<file path="config.mk">
export PLATFORM = sky130hd
export DESIGN_NAME = ultrasonic_range_frame_filter_unit
export DESIGN_NICKNAME = d
export VERILOG_FILES = /design/src/urff_pkg.sv /design/src/ultrasonic_range_frame_filter_unit.sv
export SDC_FILE = /design/constraint.sdc
export NUM_CORES = 1
export LEC_CHECK = 0
export BUFFER_PORTS_ARGS = -buffer_cell sky130_fd_sc_hd__buf_2
export CORE_MARGIN = 2
export CORE_UTILIZATION = 57
export CTS_CLUSTER_SIZE = 16
export DETAILED_ROUTE_END_ITERATION = 7
export PLACE_DENSITY_LB_ADDON = 0.05
export RECOVER_POWER = 100
export SYNTH_ARGS = -nofsm -noshare
export SYNTH_HDL_FRONTEND = slang
export SYNTH_SLANG_ARGS = --single-unit
</file>
<file path="constraint.sdc">
create_clock -name i_clk -period 5.3 [get_ports i_clk]
set_input_delay 0.53 -clock i_clk [delete_from_list [all_inputs] [get_ports i_clk]]
set_output_delay 0.53 -clock i_clk [all_outputs]
set_load 0.02 [all_outputs]
</file>
<file path="src/urff_pkg.sv">
// urff_pkg: shared types and constants of the ultrasonic range frame filter
// status codes, register indexes, mode codes and register reset values
// no dependencies
package urff_pkg;

    localparam int CFG_W     = 16;
    localparam int CFG_IDX_W = 3;

    localparam logic [7:0]  START_BYTE = 8'hFF;
    localparam logic [15:0] SIM_TOL_MM = 16'd10;
    localparam logic [7:0]  STREAK_MAX = 8'd255;

    typedef enum logic [CFG_IDX_W-1:0] {
        REG_MIN_VALID   = 3'd0,
        REG_GUARD       = 3'd1,
        REG_MAX_VALID   = 3'd2,
        REG_MAX_STEP    = 3'd3,
        REG_REQUIRE     = 3'd4,
        REG_CLOSE_MODE  = 3'd5,
        REG_RAW_POLICY  = 3'd6
    } t_reg_idx;

    typedef enum logic [2:0] {
        ST_OK       = 3'd0,
        ST_CLOSE    = 3'd1,
        ST_FAR      = 3'd2,
        ST_CHECKSUM = 3'd3,
        ST_STEP     = 3'd4,
        ST_AWAIT    = 3'd5
    } t_status;

    typedef enum logic [1:0] {
        FP_HUNT = 2'd0,
        FP_HIGH = 2'd1,
        FP_LOW  = 2'd2,
        FP_SUM  = 2'd3
    } t_frame_pos;

    localparam logic [1:0] CLOSE_NAN  = 2'd0;
    localparam logic [1:0] CLOSE_MIN  = 2'd1;
    localparam logic [1:0] CLOSE_HOLD = 2'd2;

    localparam logic [1:0] RAW_OFF   = 2'd0;
    localparam logic [1:0] RAW_EVERY = 2'd1;
    localparam logic [1:0] RAW_VALID = 2'd2;

    localparam logic [15:0] RST_MIN_VALID  = 16'd280;
    localparam logic [15:0] RST_GUARD      = 16'd0;
    localparam logic [15:0] RST_MAX_VALID  = 16'd4500;
    localparam logic [15:0] RST_MAX_STEP   = 16'd0;
    localparam logic [7:0]  RST_REQUIRE    = 8'd1;
    localparam logic [1:0]  RST_CLOSE_MODE = CLOSE_NAN;
    localparam logic [1:0]  RST_RAW_POLICY = RAW_OFF;

    function automatic logic [15:0] abs_diff(input logic [15:0] a, input logic [15:0] b);
        abs_diff = (a > b) ? (a - b) : (b - a);
    endfunction

endpackage

</file>
<file path="src/ultrasonic_range_frame_filter_unit.sv">
// ultrasonic_range_frame_filter_unit: frame parser, range check, step check
// and confirmation filter for a byte stream from an ultrasonic sensor
// depends on urff_pkg
//
//   channel  direction  handshake           word
//   in       input      i_valid / o_stall   i_rx_byte
//   out      output     o_valid / i_stall   status, main and raw outputs
//   cfg      input      i_cfg_we            i_cfg_idx, i_cfg_data
//
// one byte per cycle unless stalled; a checksum byte produces its result in the
// output register at the accepting edge, so the result is valid in the cycle after it.
// the rate is set by the single compare-and-update pass on the state regs.
// synchronous active-low reset clears frame position, filter state and output valid, and loads regs with reset values.
// input is stalled only on a checksum byte while a result is still waiting.
module ultrasonic_range_frame_filter_unit (
    input  logic                          i_clk,
    input  logic                          i_rst_n,
    input  logic                          i_valid,
    output logic                          o_stall,
    input  logic [7:0]                    i_rx_byte,
    output logic                          o_valid,
    input  logic                          i_stall,
    output logic [2:0]                    o_status,
    output logic                          o_main_publish,
    output logic                          o_main_valid,
    output logic [15:0]                   o_main_mm,
    output logic                          o_raw_publish,
    output logic                          o_raw_valid,
    output logic [15:0]                   o_raw_mm,
    input  logic                          i_cfg_we,
    input  logic [urff_pkg::CFG_IDX_W-1:0] i_cfg_idx,
    input  logic [urff_pkg::CFG_W-1:0]     i_cfg_data
);
    import urff_pkg::*;

    // configuration
    logic [15:0] r_min_valid, r_guard, r_max_valid, r_max_step;
    logic [7:0]  r_require;
    logic [1:0]  r_close_mode, r_raw_policy;

    // frame and filter state
    t_frame_pos  r_pos, n_pos;
    logic [7:0]  r_high, r_low;
    logic        r_lv_ok, n_lv_ok, r_lp_ok, n_lp_ok, r_cand_ok, n_cand_ok;
    logic [15:0] r_lv_mm, n_lv_mm, r_lp_mm, n_lp_mm, r_cand_mm, n_cand_mm;
    logic [7:0]  r_streak, n_streak;

    // output register
    logic        r_out_valid;
    t_status     r_status, n_status;
    logic        r_mp, n_mp, r_mv, n_mv, r_rp, n_rp, r_rv, n_rv;
    logic [15:0] r_mm, n_mm, r_rm, n_rm;

    logic        in_take, frame_end;
    logic [7:0]  sum_byte;
    logic [15:0] frame_mm, gmin;
    logic        sum_ok, near_band, too_far, step_bad, similar;
    logic [7:0]  streak_up;

    assign o_stall   = r_out_valid && i_stall && (r_pos == FP_SUM);
    assign in_take   = i_valid && !o_stall;
    assign frame_end = in_take && (r_pos == FP_SUM);

    always_ff @(posedge i_clk) begin
        if (!i_rst_n) begin
            r_min_valid  <= RST_MIN_VALID;
            r_guard      <= RST_GUARD;
            r_max_valid  <= RST_MAX_VALID;
            r_max_step   <= RST_MAX_STEP;
            r_require    <= RST_REQUIRE;
            r_close_mode <= RST_CLOSE_MODE;
            r_raw_policy <= RST_RAW_POLICY;
        end else if (i_cfg_we) begin
            unique case (i_cfg_idx)
                REG_MIN_VALID:  r_min_valid  <= i_cfg_data;
                REG_GUARD:      r_guard      <= i_cfg_data;
                REG_MAX_VALID:  r_max_valid  <= i_cfg_data;
                REG_MAX_STEP:   r_max_step   <= i_cfg_data;
                REG_REQUIRE:    r_require    <= i_cfg_data[7:0];
                REG_CLOSE_MODE: r_close_mode <= i_cfg_data[1:0];
                REG_RAW_POLICY: r_raw_policy <= i_cfg_data[1:0];
                default: ;
            endcase
        end
    end

    // frame position sequencing
    always_comb begin
        n_pos = r_pos;
        unique case (r_pos)
            FP_HUNT: if (i_rx_byte == START_BYTE) n_pos = FP_HIGH;
            FP_HIGH: n_pos = FP_LOW;
            FP_LOW:  n_pos = FP_SUM;
            FP_SUM:  n_pos = FP_HUNT;
            default: n_pos = FP_HUNT;
        endcase
    end

    assign sum_byte  = START_BYTE + r_high + r_low;
    assign sum_ok    = (i_rx_byte == sum_byte);
    assign frame_mm  = {r_high, r_low};
    assign gmin      = r_min_valid + r_guard;
    assign near_band = (frame_mm <= r_min_valid) || (frame_mm < gmin);
    assign too_far   = (frame_mm >= r_max_valid);
    assign step_bad  = (r_max_step != 16'd0) && r_lp_ok &&
                       (abs_diff(frame_mm, r_lp_mm) > r_max_step);
    assign similar   = !r_cand_ok || (abs_diff(frame_mm, r_cand_mm) <= SIM_TOL_MM);
    assign streak_up = (r_streak < STREAK_MAX) ? (r_streak + 8'd1) : r_streak;

    // result of a completed frame and filter update
    always_comb begin
        n_lv_ok   = r_lv_ok;
        n_lv_mm   = r_lv_mm;
        n_lp_ok   = r_lp_ok;
        n_lp_mm   = r_lp_mm;
        n_cand_ok = r_cand_ok;
        n_cand_mm = r_cand_mm;
        n_streak  = r_streak;
        n_status  = ST_OK;
        n_mp      = 1'b0;
        n_mv      = 1'b0;
        n_mm      = 16'd0;
        n_rp      = 1'b0;
        n_rv      = 1'b0;
        n_rm      = 16'd0;
        if (!sum_ok) begin
            n_status = ST_CHECKSUM;
        end else begin
            if (r_raw_policy == RAW_EVERY) begin
                n_rp = 1'b1;
                n_rv = 1'b1;
                n_rm = frame_mm;
            end
            priority if (near_band || too_far) begin
                // raw goes out as nan under the valid-only policy
                if (r_raw_policy == RAW_VALID) n_rp = 1'b1;
                n_mp      = 1'b1;
                n_cand_ok = 1'b0;
                n_cand_mm = 16'd0;
                n_streak  = 8'd0;
                n_status  = near_band ? ST_CLOSE : ST_FAR;
                if (near_band) begin
                    priority if (r_close_mode == CLOSE_MIN) begin
                        n_mv    = 1'b1;
                        n_mm    = r_min_valid;
                        n_lv_ok = 1'b1;
                        n_lv_mm = r_min_valid;
                    end else if (r_close_mode == CLOSE_HOLD && r_lv_ok) begin
                        n_mv = 1'b1;
                        n_mm = r_lv_mm;
                    end else begin
                        n_mv = 1'b0;
                    end
                end
            end else if (step_bad) begin
                n_cand_ok = 1'b0;
                n_cand_mm = 16'd0;
                n_streak  = 8'd0;
                n_status  = ST_STEP;
            end else begin
                n_streak  = similar ? streak_up : 8'd1;
                n_cand_ok = 1'b1;
                n_cand_mm = frame_mm;
                if (n_streak < r_require) begin
                    n_status = ST_AWAIT;
                end else begin
                    n_mp      = 1'b1;
                    n_mv      = 1'b1;
                    n_mm      = frame_mm;
                    n_lv_ok   = 1'b1;
                    n_lv_mm   = frame_mm;
                    n_lp_ok   = 1'b1;
                    n_lp_mm   = frame_mm;
                    n_streak  = 8'd0;
                    n_cand_ok = 1'b0;
                    n_cand_mm = 16'd0;
                    if (r_raw_policy == RAW_VALID) begin
                        n_rp = 1'b1;
                        n_rv = 1'b1;
                        n_rm = frame_mm;
                    end
                end
            end
        end
    end

    always_ff @(posedge i_clk) begin
        if (!i_rst_n) begin
            r_pos       <= FP_HUNT;
            r_high      <= 8'd0;
            r_low       <= 8'd0;
            r_lv_ok     <= 1'b0;
            r_lv_mm     <= 16'd0;
            r_lp_ok     <= 1'b0;
            r_lp_mm     <= 16'd0;
            r_cand_ok   <= 1'b0;
            r_cand_mm   <= 16'd0;
            r_streak    <= 8'd0;
            r_out_valid <= 1'b0;
        end else begin
            if (in_take) begin
                r_pos <= n_pos;
                if (r_pos == FP_HIGH) r_high <= i_rx_byte;
                if (r_pos == FP_LOW)  r_low  <= i_rx_byte;
            end
            if (frame_end) begin
                r_lv_ok   <= n_lv_ok;
                r_lv_mm   <= n_lv_mm;
                r_lp_ok   <= n_lp_ok;
                r_lp_mm   <= n_lp_mm;
                r_cand_ok <= n_cand_ok;
                r_cand_mm <= n_cand_mm;
                r_streak  <= n_streak;
            end
            if (frame_end) begin
                r_out_valid <= 1'b1;
            end else if (!i_stall) begin
                r_out_valid <= 1'b0;
            end
        end
    end

    // result word, loaded only when the output register is free or draining
    always_ff @(posedge i_clk) begin
        if (frame_end) begin
            r_status <= n_status;
            r_mp     <= n_mp;
            r_mv     <= n_mv;
            r_mm     <= n_mm;
            r_rp     <= n_rp;
            r_rv     <= n_rv;
            r_rm     <= n_rm;
        end
    end

    assign o_valid        = r_out_valid;
    assign o_status       = r_status;
    assign o_main_publish = r_mp;
    assign o_main_valid   = r_mv;
    assign o_main_mm      = r_mm;
    assign o_raw_publish  = r_rp;
    assign o_raw_valid    = r_rv;
    assign o_raw_mm       = r_rm;

endmodule
</file>
==> impl_results.md, run 1 <==
- Status: complete, but fails checks
- Failing checks: capacitance limit, slew limit, setup timing
- Post-synth ARST share: 0
- Fin area: 17,200 um^2
- Slew headroom: -0.967
- Chip Width: 160 um
- Peak supply drop: 217 uV
- Clock Sink Count: 193
- Initial antenna violation count: 0
- Dominant cell type by area after synthesis: dfxtp_1
- DR vias: 13,200
- Clock transition at path regs: 0.08 ns
- Fin Setup TNS: -1.23 ns
- Power, Total: 3020 uW
- Vias per cell: 5.96
- Sequential-to-total area share from yosys stat: 0.308
- Share of cells above drive strength 1: 0.215
- HPWL Detailed: 33.1 mm
- Antenna diodes: 0
- Largest net degree at the start of global routing: 78
- Grt ovf: 0
- Synth warnings: 0
- LEAKAGE: 0.00721 uW
- Dominant synthesized flop cell: dfxtp_1
- All-Layer GR Usage: 0.335
- 1st-pass router iterations: 5
- Initial Util: 0.575
- Endpoints failing setup: 42
- Cell Rows: 57
- Max-slew violation count: 78
- CP arrival: 5.74 ns
- Wire length per cell: 20.2 um
- Fin util: 0.714
- Slowest CP cell: fa_2
- Area growth from synthesis to layout: 24.1%
- CTS max path bufs: 2
- Clock latency on the worst-skew pair: 0.45 ns
- Die area: 25,500 um^2
- DP Area: 15,800 um^2
- Top Ports: 73
- NetSw: 769 uW
- Worst Hold Class: input port to register
- #FFs+latches synth: 193
- Clock H-tree levels: 4
- Vias in the first global route: 12,500
- First-pass GRT wire length: 67.2 mm
- Max-cap violations: 1
- Cells after Synth: 1,655
- Root Buffer: clkbuf_16
- Core Region: 24,000 um^2
- Crit path largest cell delay: 0.38 ns
- Post-cts hold buffer count: 0
- Kind of critical path: register to register
- Most common cell after layout, fill and taps aside: nand2_1
- Setup repair after global routing missed its margin: true
- Final hold viol count: 0
- Nets: 2,091
- Period utilization: 1.01
- Initial DRC Count: 1,191
- Synthesized Nets: 1,861
- CTS tree: yes
- Tmin final: 5.37 ns
- Peak Freq: 186 MHz
- Wirelength, routed: 44.9 mm
- Crit start category: register
- Pre-CTS WS: -0.330 ns
- Crit path max fanout: 8
- PwrDens: 176 nW/um^2
- IO Port Bufs: 72
- Synthesized area: 13,800 um^2
- Commonest cells after routing, fill and taps aside: nand2_1, buf_4, ha_1
- Setup ws final: -0.0674 ns
- Pint: 2250 uW
- Die Height: 160 um
- Post-synth cell types: 80
- Residual DRC: 0
- Req. time, crit path: 5.67 ns
- Switch share: 0.255
- Largest cells by area after synthesis: dfxtp_1, ha_1, edfxtp_1
- Share of the synthesized area in the top cell type: 0.223
- Clock share of power: 0.431
- RePlAce Congestion: 1.00
- Clk_skew: 0.0161 ns
- Comb power frac: 0.067
- Post-synth EDFFs: 39
- Number of CTS-inserted buffers: 17
- Critical path capture point type: register
- Post-route ant nets: 0
- Avg Synthesized Cell Area: 8.36 um^2
- Seq pwr share: 0.502
- Worst-margin pin slew: 2.95 ns
-- path summary, 6_finish.rpt --
check | start | to | slack, ns | depth (start not counted)
worst min-delay path | i_stall | o_valid | 0.35 | 3
worst max register to register | r_low[0] | r_lp_mm[15] | -0.07 | 28
worst min register to register | r_require[3] | r_require[3] | 0.47 | 2
worst max-delay path | r_low[0] | r_lp_mm[15] | -0.07 | 28
-- worst max-delay path: cells and delay by family (launching register included) --
family | cells | cell delay (ns)
simple gates | 8 | 1.12
mux | 2 | 0.53
buf+inv | 8 | 1.05
fa+ha+maj | 3 | 0.80
compound gates | 6 | 1.28
xor+xnor | 1 | 0.14
flops | 1 | 0.34
-- per-layer routing --
layer  up-vias  share of wire  GRT usage
met5         -              0          0
met4         0          0.042      0.138
met3       127          0.069     0.0491
met2       545           0.47      0.563
met1      6264           0.42      0.434
li1       6303              -          -
-- power by group through the flow --
stage,Sequential (uW),Combinational [uW],Clock (uW)
global placement,1550,180,0
CTS,1510,190,1310
floorplan,1540,116,0
global route,1520,219,1360
finish,1510,201,1300
detailed placement,1550,185,0
-- synth_stat cells, types with 19 or more instances --
library cell,number
a22o_1,23
nor2b_1,25
dfxtp_1,154
a21oi_1,73
mux2i_1,37
o31ai_1,23
clkbuf_1,53
nand2_1,276
inv_1,138
xor2_1,24
a21o_1,40
nand3_1,54
nor2_1,83
a21boi_0,80
nand2b_1,19
ha_1,168
edfxtp_1,39
a22oi_1,23
o21ai_0,41
xnor2_1,27
-- stage by stage --
step	hold WS (ns)	cells
after floorplan	0.434	1655
after global placement	0.445	2171
after detailed placement	0.460	2171
after CTS	0.341	2210
after global routing	0.358	2222
final	0.351	2222
-- state kept, by name, summed over array words and instances (netlist names), 16 cells and up --
signal / cells
r_max_step: 16
r_cand_mm: 16
o_raw_mm: 16
o_main_mm: 16
r_max_valid: 16
r_lv_mm: 16
r_lp_mm: 16
r_min_valid: 16
r_guard: 16
-- cells by family after synthesis --
group           synth area share
mux                       0.0292
xor+xnor                  0.0323
fa+ha+maj                  0.161
compound gates             0.231
flops                      0.308
simple gates               0.176
buf+inv                   0.0625
-- layout make-up --
class,count,area [um^2]
Inverter,138,520
Sequential cell,193,4260
Tap cell,324,405
Fill cell,2008,6870
Timing Repair Buffer,287,2080
Clock buffer,17,425
Clock inverter,15,146
Multi-Input combinational cell,1248,9320
-- timing repair --
action | CTS | global route
endpoints found under the setup margin | 95 | 98
cloned | 2 | 3
gates resized for setup | 44 | 114
pin swaps | 23 | 55
buffers inserted | 5 | 11
Note: power is estimated with default switching activity, not from simulation.
==> run 2, diff against run 1 <==
CORE_UTILIZATION = 50   (was 57)
==> impl_results.md, run 2 (synthesis gave the netlist of run 1 again) <==
- Reg-to-reg slack, setup: 0.01 ns (+0.08 ns)
- Busiest grt layer: met2
- Worst hold margin: 0.358 ns (+0.00692 ns)
- Peak Freq: 189 MHz (+1.5%)
- DR vias: 13,000 (-1.7%)
- Setup repair after global routing missed its margin: true
- All-Layer GR Usage: 0.313 (-0.0223)
- Worst Reg2Reg Path Length in Cells: 29 (+3.6%)
- 1st-pass router iterations: 5 (unchanged)
- Final non-filler cell total: 2,228 (+0.27%)
- Worst R2R Start: r_low[0]
- Root Buffer: clkbuf_16
- Post-route ant nets: 0 (unchanged)
- Kind of critical path: register to register
- Vias in the first global route: 12,400 (-1.5%)
- Period utilization: 0.998 (-0.0152)
- Crit path largest cell delay: 0.42 ns (+0.04 ns)
- Fin util: 0.627 (-0.0871)
- Nets: 2,079 (-0.57%)
- Clock Sink Count: 193 (unchanged)
- Largest net degree at the start of global routing: 103 (+32%)
- DP Area: 15,800 um^2 (-0.13%)
- Commonest cells after routing, fill and taps aside: nand2_1, buf_4, ha_1
- Die Height: 170 um (+6.6%)
- PwrDens: 180 nW/um^2 (+2.5%)
- First-pass GRT wire length: 69.8 mm (+3.8%)
- FF-to-FF End: o_raw_mm[6]
- Grt ovf: 0 (unchanged)
- Share of cells above drive strength 1: 0.210 (-0.00499)
- Area growth from synthesis to layout: 22.5%
- Worst-margin pin slew: 4.18 ns (+1.23 ns)
- Critical path capture point type: register
- Core Region: 27,000 um^2 (+12%)
- Crit start category: register
- CP arrival: 5.59 ns (-0.15 ns)
- Peak supply drop: 228 uV (+5.0%)
- RePlAce Congestion: 0.964 (-3.7%)
- Initial antenna violation count: 1 (+1)
- Final hold viol count: 0 (unchanged)
- Vias per cell: 5.84 (-2.0%)
- Status: complete, but fails checks
- Routing usage on met1: 0.420 (-0.0140)
- Post-cts hold buffer count: 0 (unchanged)
- Initial DRC Count: 989 (-17%)
- Crit path max fanout: 16 (+8)
- Clock transition at path regs: 0.08 ns (about the same)
- LEAKAGE: 0.00719 uW (-0.29%)
- CP startpoint: r_low[0]
- Cell Rows: 60 (+5.3%)
- Tmin final: 5.29 ns (-0.0805 ns)
- CTS tree: yes
- Req. time, crit path: 5.60 ns (-0.07 ns)
- Slew headroom: -1.79 (-0.820)
- Worst hold path stage count: 3 (unchanged)
- Max-slew violation count: 148 (+90%)
- Most common cell after layout, fill and taps aside: nand2_1
- Failing checks: capacitance limit, slew limit
- Max-cap violations: 2 (+1)
- Slowest CP cell: nor4bb_4
- Critical path buffers and inverters: 5 (-3)
- IO Port Bufs: 72 (unchanged)
- Dpl cells: 2,179 (+0.37%)
- Fin area: 16,900 um^2 (-1.3%)
- HPWL Detailed: 33.7 mm (+1.8%)
- Instance count on the critical path: 29 (+3.6%)
- Clk_skew: 0.0223 ns (+0.00620 ns)
- Hold Crit Start: i_stall
- Residual DRC: 0 (unchanged)
- Initial Util: 0.512 (-0.0637)
- Wire length per cell: 20.6 um (+1.7%)
- Worst Setup EP: o_raw_mm[6]
- Met3 Track Usage GR: 0.0405 (-0.00863)
- Met2 usage: 0.518 (-0.0445)
- Number of CTS-inserted buffers: 17 (unchanged)
- Clock latency on the worst-skew pair: 0.45 ns (about the same)
- Wirelength, routed: 45.8 mm (+2.0%)
- Chip Width: 170 um (+6.6%)
- Clock H-tree levels: 4 (unchanged)
- CTS max path bufs: 2 (unchanged)
- Top Ports: 73 (unchanged)
- Worst Hold Class: input port to register
- Top Family by Delay on Critical Path: compound AO/OA/AOI/OAI gates
- Endpoints failing setup: 0 (-100%)
- Die area: 29,000 um^2 (+14%)
-- run 2: worst min-delay path, delay by kind of cell --
kind                   cells  cell delay, ns
AOI/OAI and AO/OA          1            0.06
and+or+nand+nor            1            0.05
buffers and inverters      1            0.10
-- run 2: repair_timing --
item	in CTS	in global routing
gates resized for setup	25	122
setup endpoints to repair	95	97
buffers inserted	5	7
gates cloned	0	5
pin swaps	6	46
-- run 2: report_power, final --
part | internal (uW) | total, uW | switching, uW
Combinational | 83.7 | 207 | 123
Clock | 636 | 1330 | 694
Sequential | 1500 | 1510 | 11.5
Total | 2220 | 3050 | 828
-- run 2: final cells by class --
type,instances,area [um^2]
Sequential cell,193,4260
Fill cell,2418,10100
Tap cell,341,427
Clock buffer,17,425
Timing Repair Buffer,272,1900
Multi-Input combinational cell,1251,9250
Clock inverter,15,158
Inverter,138,520
Antenna cell,1,2.50
-- run 2: routing by layer --
metal,vias to the layer above,share of wire
li1,6291,-
met1,6217,0.44
met2,412,0.46
met3,93,0.062
met4,0,0.038
met5,-,0
-- run 2: worst min path at each step --
stage	slack [ns]	to
final	0.36	o_valid
after global routing	0.37	r_guard[11]
after CTS	0.35	o_valid
after detailed placement	0.45	r_lp_mm[15]
after global placement	0.45	r_lp_mm[15]
after floorplan	0.43	r_require[0]
-- run 2: stage by stage --
| step | setup slack, ns | power (uW) | TNS, ns |
|---|---|---|---|
| 2_1_floorplan | 0.00415 | 1660 | 0 |
| 3_3_place_gp | -0.173 | 1730 | -10.82 |
| 3_5_place_dp | -0.351 | 1740 | -24.42 |
| 4_1_cts | -0.0167 | 3040 | -0.0995 |
| 5_1_grt | -0.269 | 3130 | -17.22 |
| 6_report | 0.0131 | 3050 | 0 |
==> run 3, diff against run 2 <==
PLACE_DENSITY = 0.7   (was not set)
PLACE_DENSITY_LB_ADDON = not set   (was 0.05)
==> impl_results.md, run 3 (synthesis gave the netlist of run 1 again) <==
- Critical path buffers and inverters: 6 (+1)
- Fin util: 0.636 (+0.00921)
- PwrDens: 177 nW/um^2 (-1.6%)
- IO Port Bufs: 72 (unchanged)
- Crit path max fanout: 8 (-8)
- Share of cells above drive strength 1: 0.228 (+0.0175)
- CTS max path bufs: 2 (unchanged)
- Max-slew violation count: 95 (-36%)
- Vias in the first global route: 12,600 (+2.2%)
- Clock H-tree levels: 4 (unchanged)
- CTS tree: yes
- Peak supply drop: 195 uV (-15%)
- Commonest cells after routing, fill and taps aside: nand2_1, buf_4, ha_1
- Most used cell along the critical path: buf_4
- Antenna diodes: 0 (-1)
- # fillers: 2,308 (-4.5%)
- Slew headroom: -1.35 (+0.434)
- Crit start category: register
- Number of CTS-inserted buffers: 17 (unchanged)
- Vias per cell: 5.95 (+1.9%)
- Initial antenna violation count: 0 (-1)
- Crit path largest cell delay: 0.38 ns (-0.04 ns)
- Slowest CP cell: or3b_1
- CP arrival: 5.55 ns (-0.04 ns)
- HPWL Detailed: 34.1 mm (+1.1%)
- Clock latency on the worst-skew pair: 0.45 ns (about the same)
- Initial DRC Count: 1,296 (+31%)
- Critical path capture point type: register
- Core Region: 27,000 um^2 (unchanged)
- LEAKAGE: 0.00728 uW (+1.2%)
- Top Family by Delay on Critical Path: simple AND/OR/NAND/NOR gates
- Nets: 2,083 (+0.19%)
- Area growth from synthesis to layout: 24.3%
- Setup repair after global routing missed its margin: true
- Pre-CTS WS: -0.345 ns (+0.00604 ns)
- Status: complete, but fails checks
- Failing checks: capacitance limit, slew limit, setup timing
- Clock transition at path regs: 0.08 ns (about the same)
- Wirelength, routed: 45.9 mm (+0.22%)
- Post-cts hold buffer count: 0 (unchanged)
- Clock Sink Count: 193 (unchanged)
- Die Height: 170 um (unchanged)
- Residual DRC: 0 (unchanged)
- All-Layer GR Usage: 0.308 (-0.00465)
- Die area: 29,000 um^2 (unchanged)
- Root Buffer: clkbuf_16
- Chip Width: 170 um (unchanged)
- Most common cell after layout, fill and taps aside: nand2_1
- Grt ovf: 0 (unchanged)
- Period utilization: 1.01 (+0.0113)
- Max-cap violations: 1 (-1)
- Largest net degree at the start of global routing: 95 (-7.8%)
- RePlAce Congestion: 0.975 (+1.2%)
- Peak Freq: 187 MHz (-1.1%)
- Req. time, crit path: 5.50 ns (-0.10 ns)
- Post-route ant nets: 0 (unchanged)
- Initial Util: 0.512 (unchanged)
- First-pass GRT wire length: 69.2 mm (-0.79%)
- Final hold viol count: 0 (unchanged)
- Worst Hold Class: input port to register
- Clk_skew: 0.0216 ns (-0.000675 ns)
- 1st-pass router iterations: 5 (unchanged)
- Setup ws final: -0.0467 ns (-0.0598 ns)
- DR vias: 13,300 (+2.0%)
- Kind of critical path: register to register
- Wire length per cell: 20.6 um (about the same)
- Tmin final: 5.35 ns (+0.0598 ns)
- Cell Rows: 60 (unchanged)
- Endpoints failing setup: 16 (+16)
- Worst-margin pin slew: 3.53 ns (-0.652 ns)
- Top Ports: 73 (unchanged)
run 3: cell count changes in the layout (fill, tap and decap cells not counted), sizes merged, moves of 2 or more:
cell,before,now
clkbuf,61,66
and4,6,3
clkinv,4,1
buf,228,233
clkinvlp,0,2
run 3: through the flow:
step	hold WS (ns)	setup TNS [ns]	std cells	area (um^2)	total power (uW)
2_1_floorplan	0.434	0	1655	13800	1660
3_3_place_gp	0.444	-2.64	2183	15800	1730
3_5_place_dp	0.461	-17.10	2183	15800	1740
4_1_cts	0.345	0	2221	16500	3040
5_1_grt	0.370	-10.59	2231	17200	3130
6_report	0.351	-0.460	2231	17200	3050
run 3: worst paths after layout:
kind / from / to / slack, ns / cells after the start
max: r_low[3] / o_raw_mm[7] / -0.05 / 26
min: i_stall / o_valid / 0.35 / 3
max reg2reg: r_low[3] / o_raw_mm[7] / -0.05 / 26
min reg2reg: r_lp_mm[15] / r_lp_mm[15] / 0.47 / 2
run 3: layer usage:
layer	wire length [um]	GRT usage
met5	0	0
met4	2280	0.138
met3	3120	0.0484
met2	21100	0.503
met1	19400	0.403
run 3: repair_timing:
| action | 4_1_cts | 5_1_grt |
|---|---|---|
| setup endpoints to repair | 91 | 97 |
| pin swaps | 13 | 39 |
| resized for setup | 29 | 147 |
| cloned | 1 | 2 |
| setup buffers | 5 | 10 |
run 3: power breakdown:
group          internal, uW  switching [uW]  total (uW)
Clock                   664             667        1330
Sequential             1500            12.4        1520
Combinational          80.6             120         200
run 3: final cells by class:
cell class,count,area [um^2],area share
Clock buffer,19,458,0.0266
Sequential cell,193,4260,0.248
Inverter,138,522,0.0303
Multi-Input combinational cell,1247,9430,0.548
Clock inverter,13,130,0.00757
Timing Repair Buffer,280,1970,0.114
Tap cell,341,427,0.0248
run 3: worst min-delay path: stages:
cell,delay (ns)
buf_2,0.10
nand2_1,0.05
a21boi_0,0.06
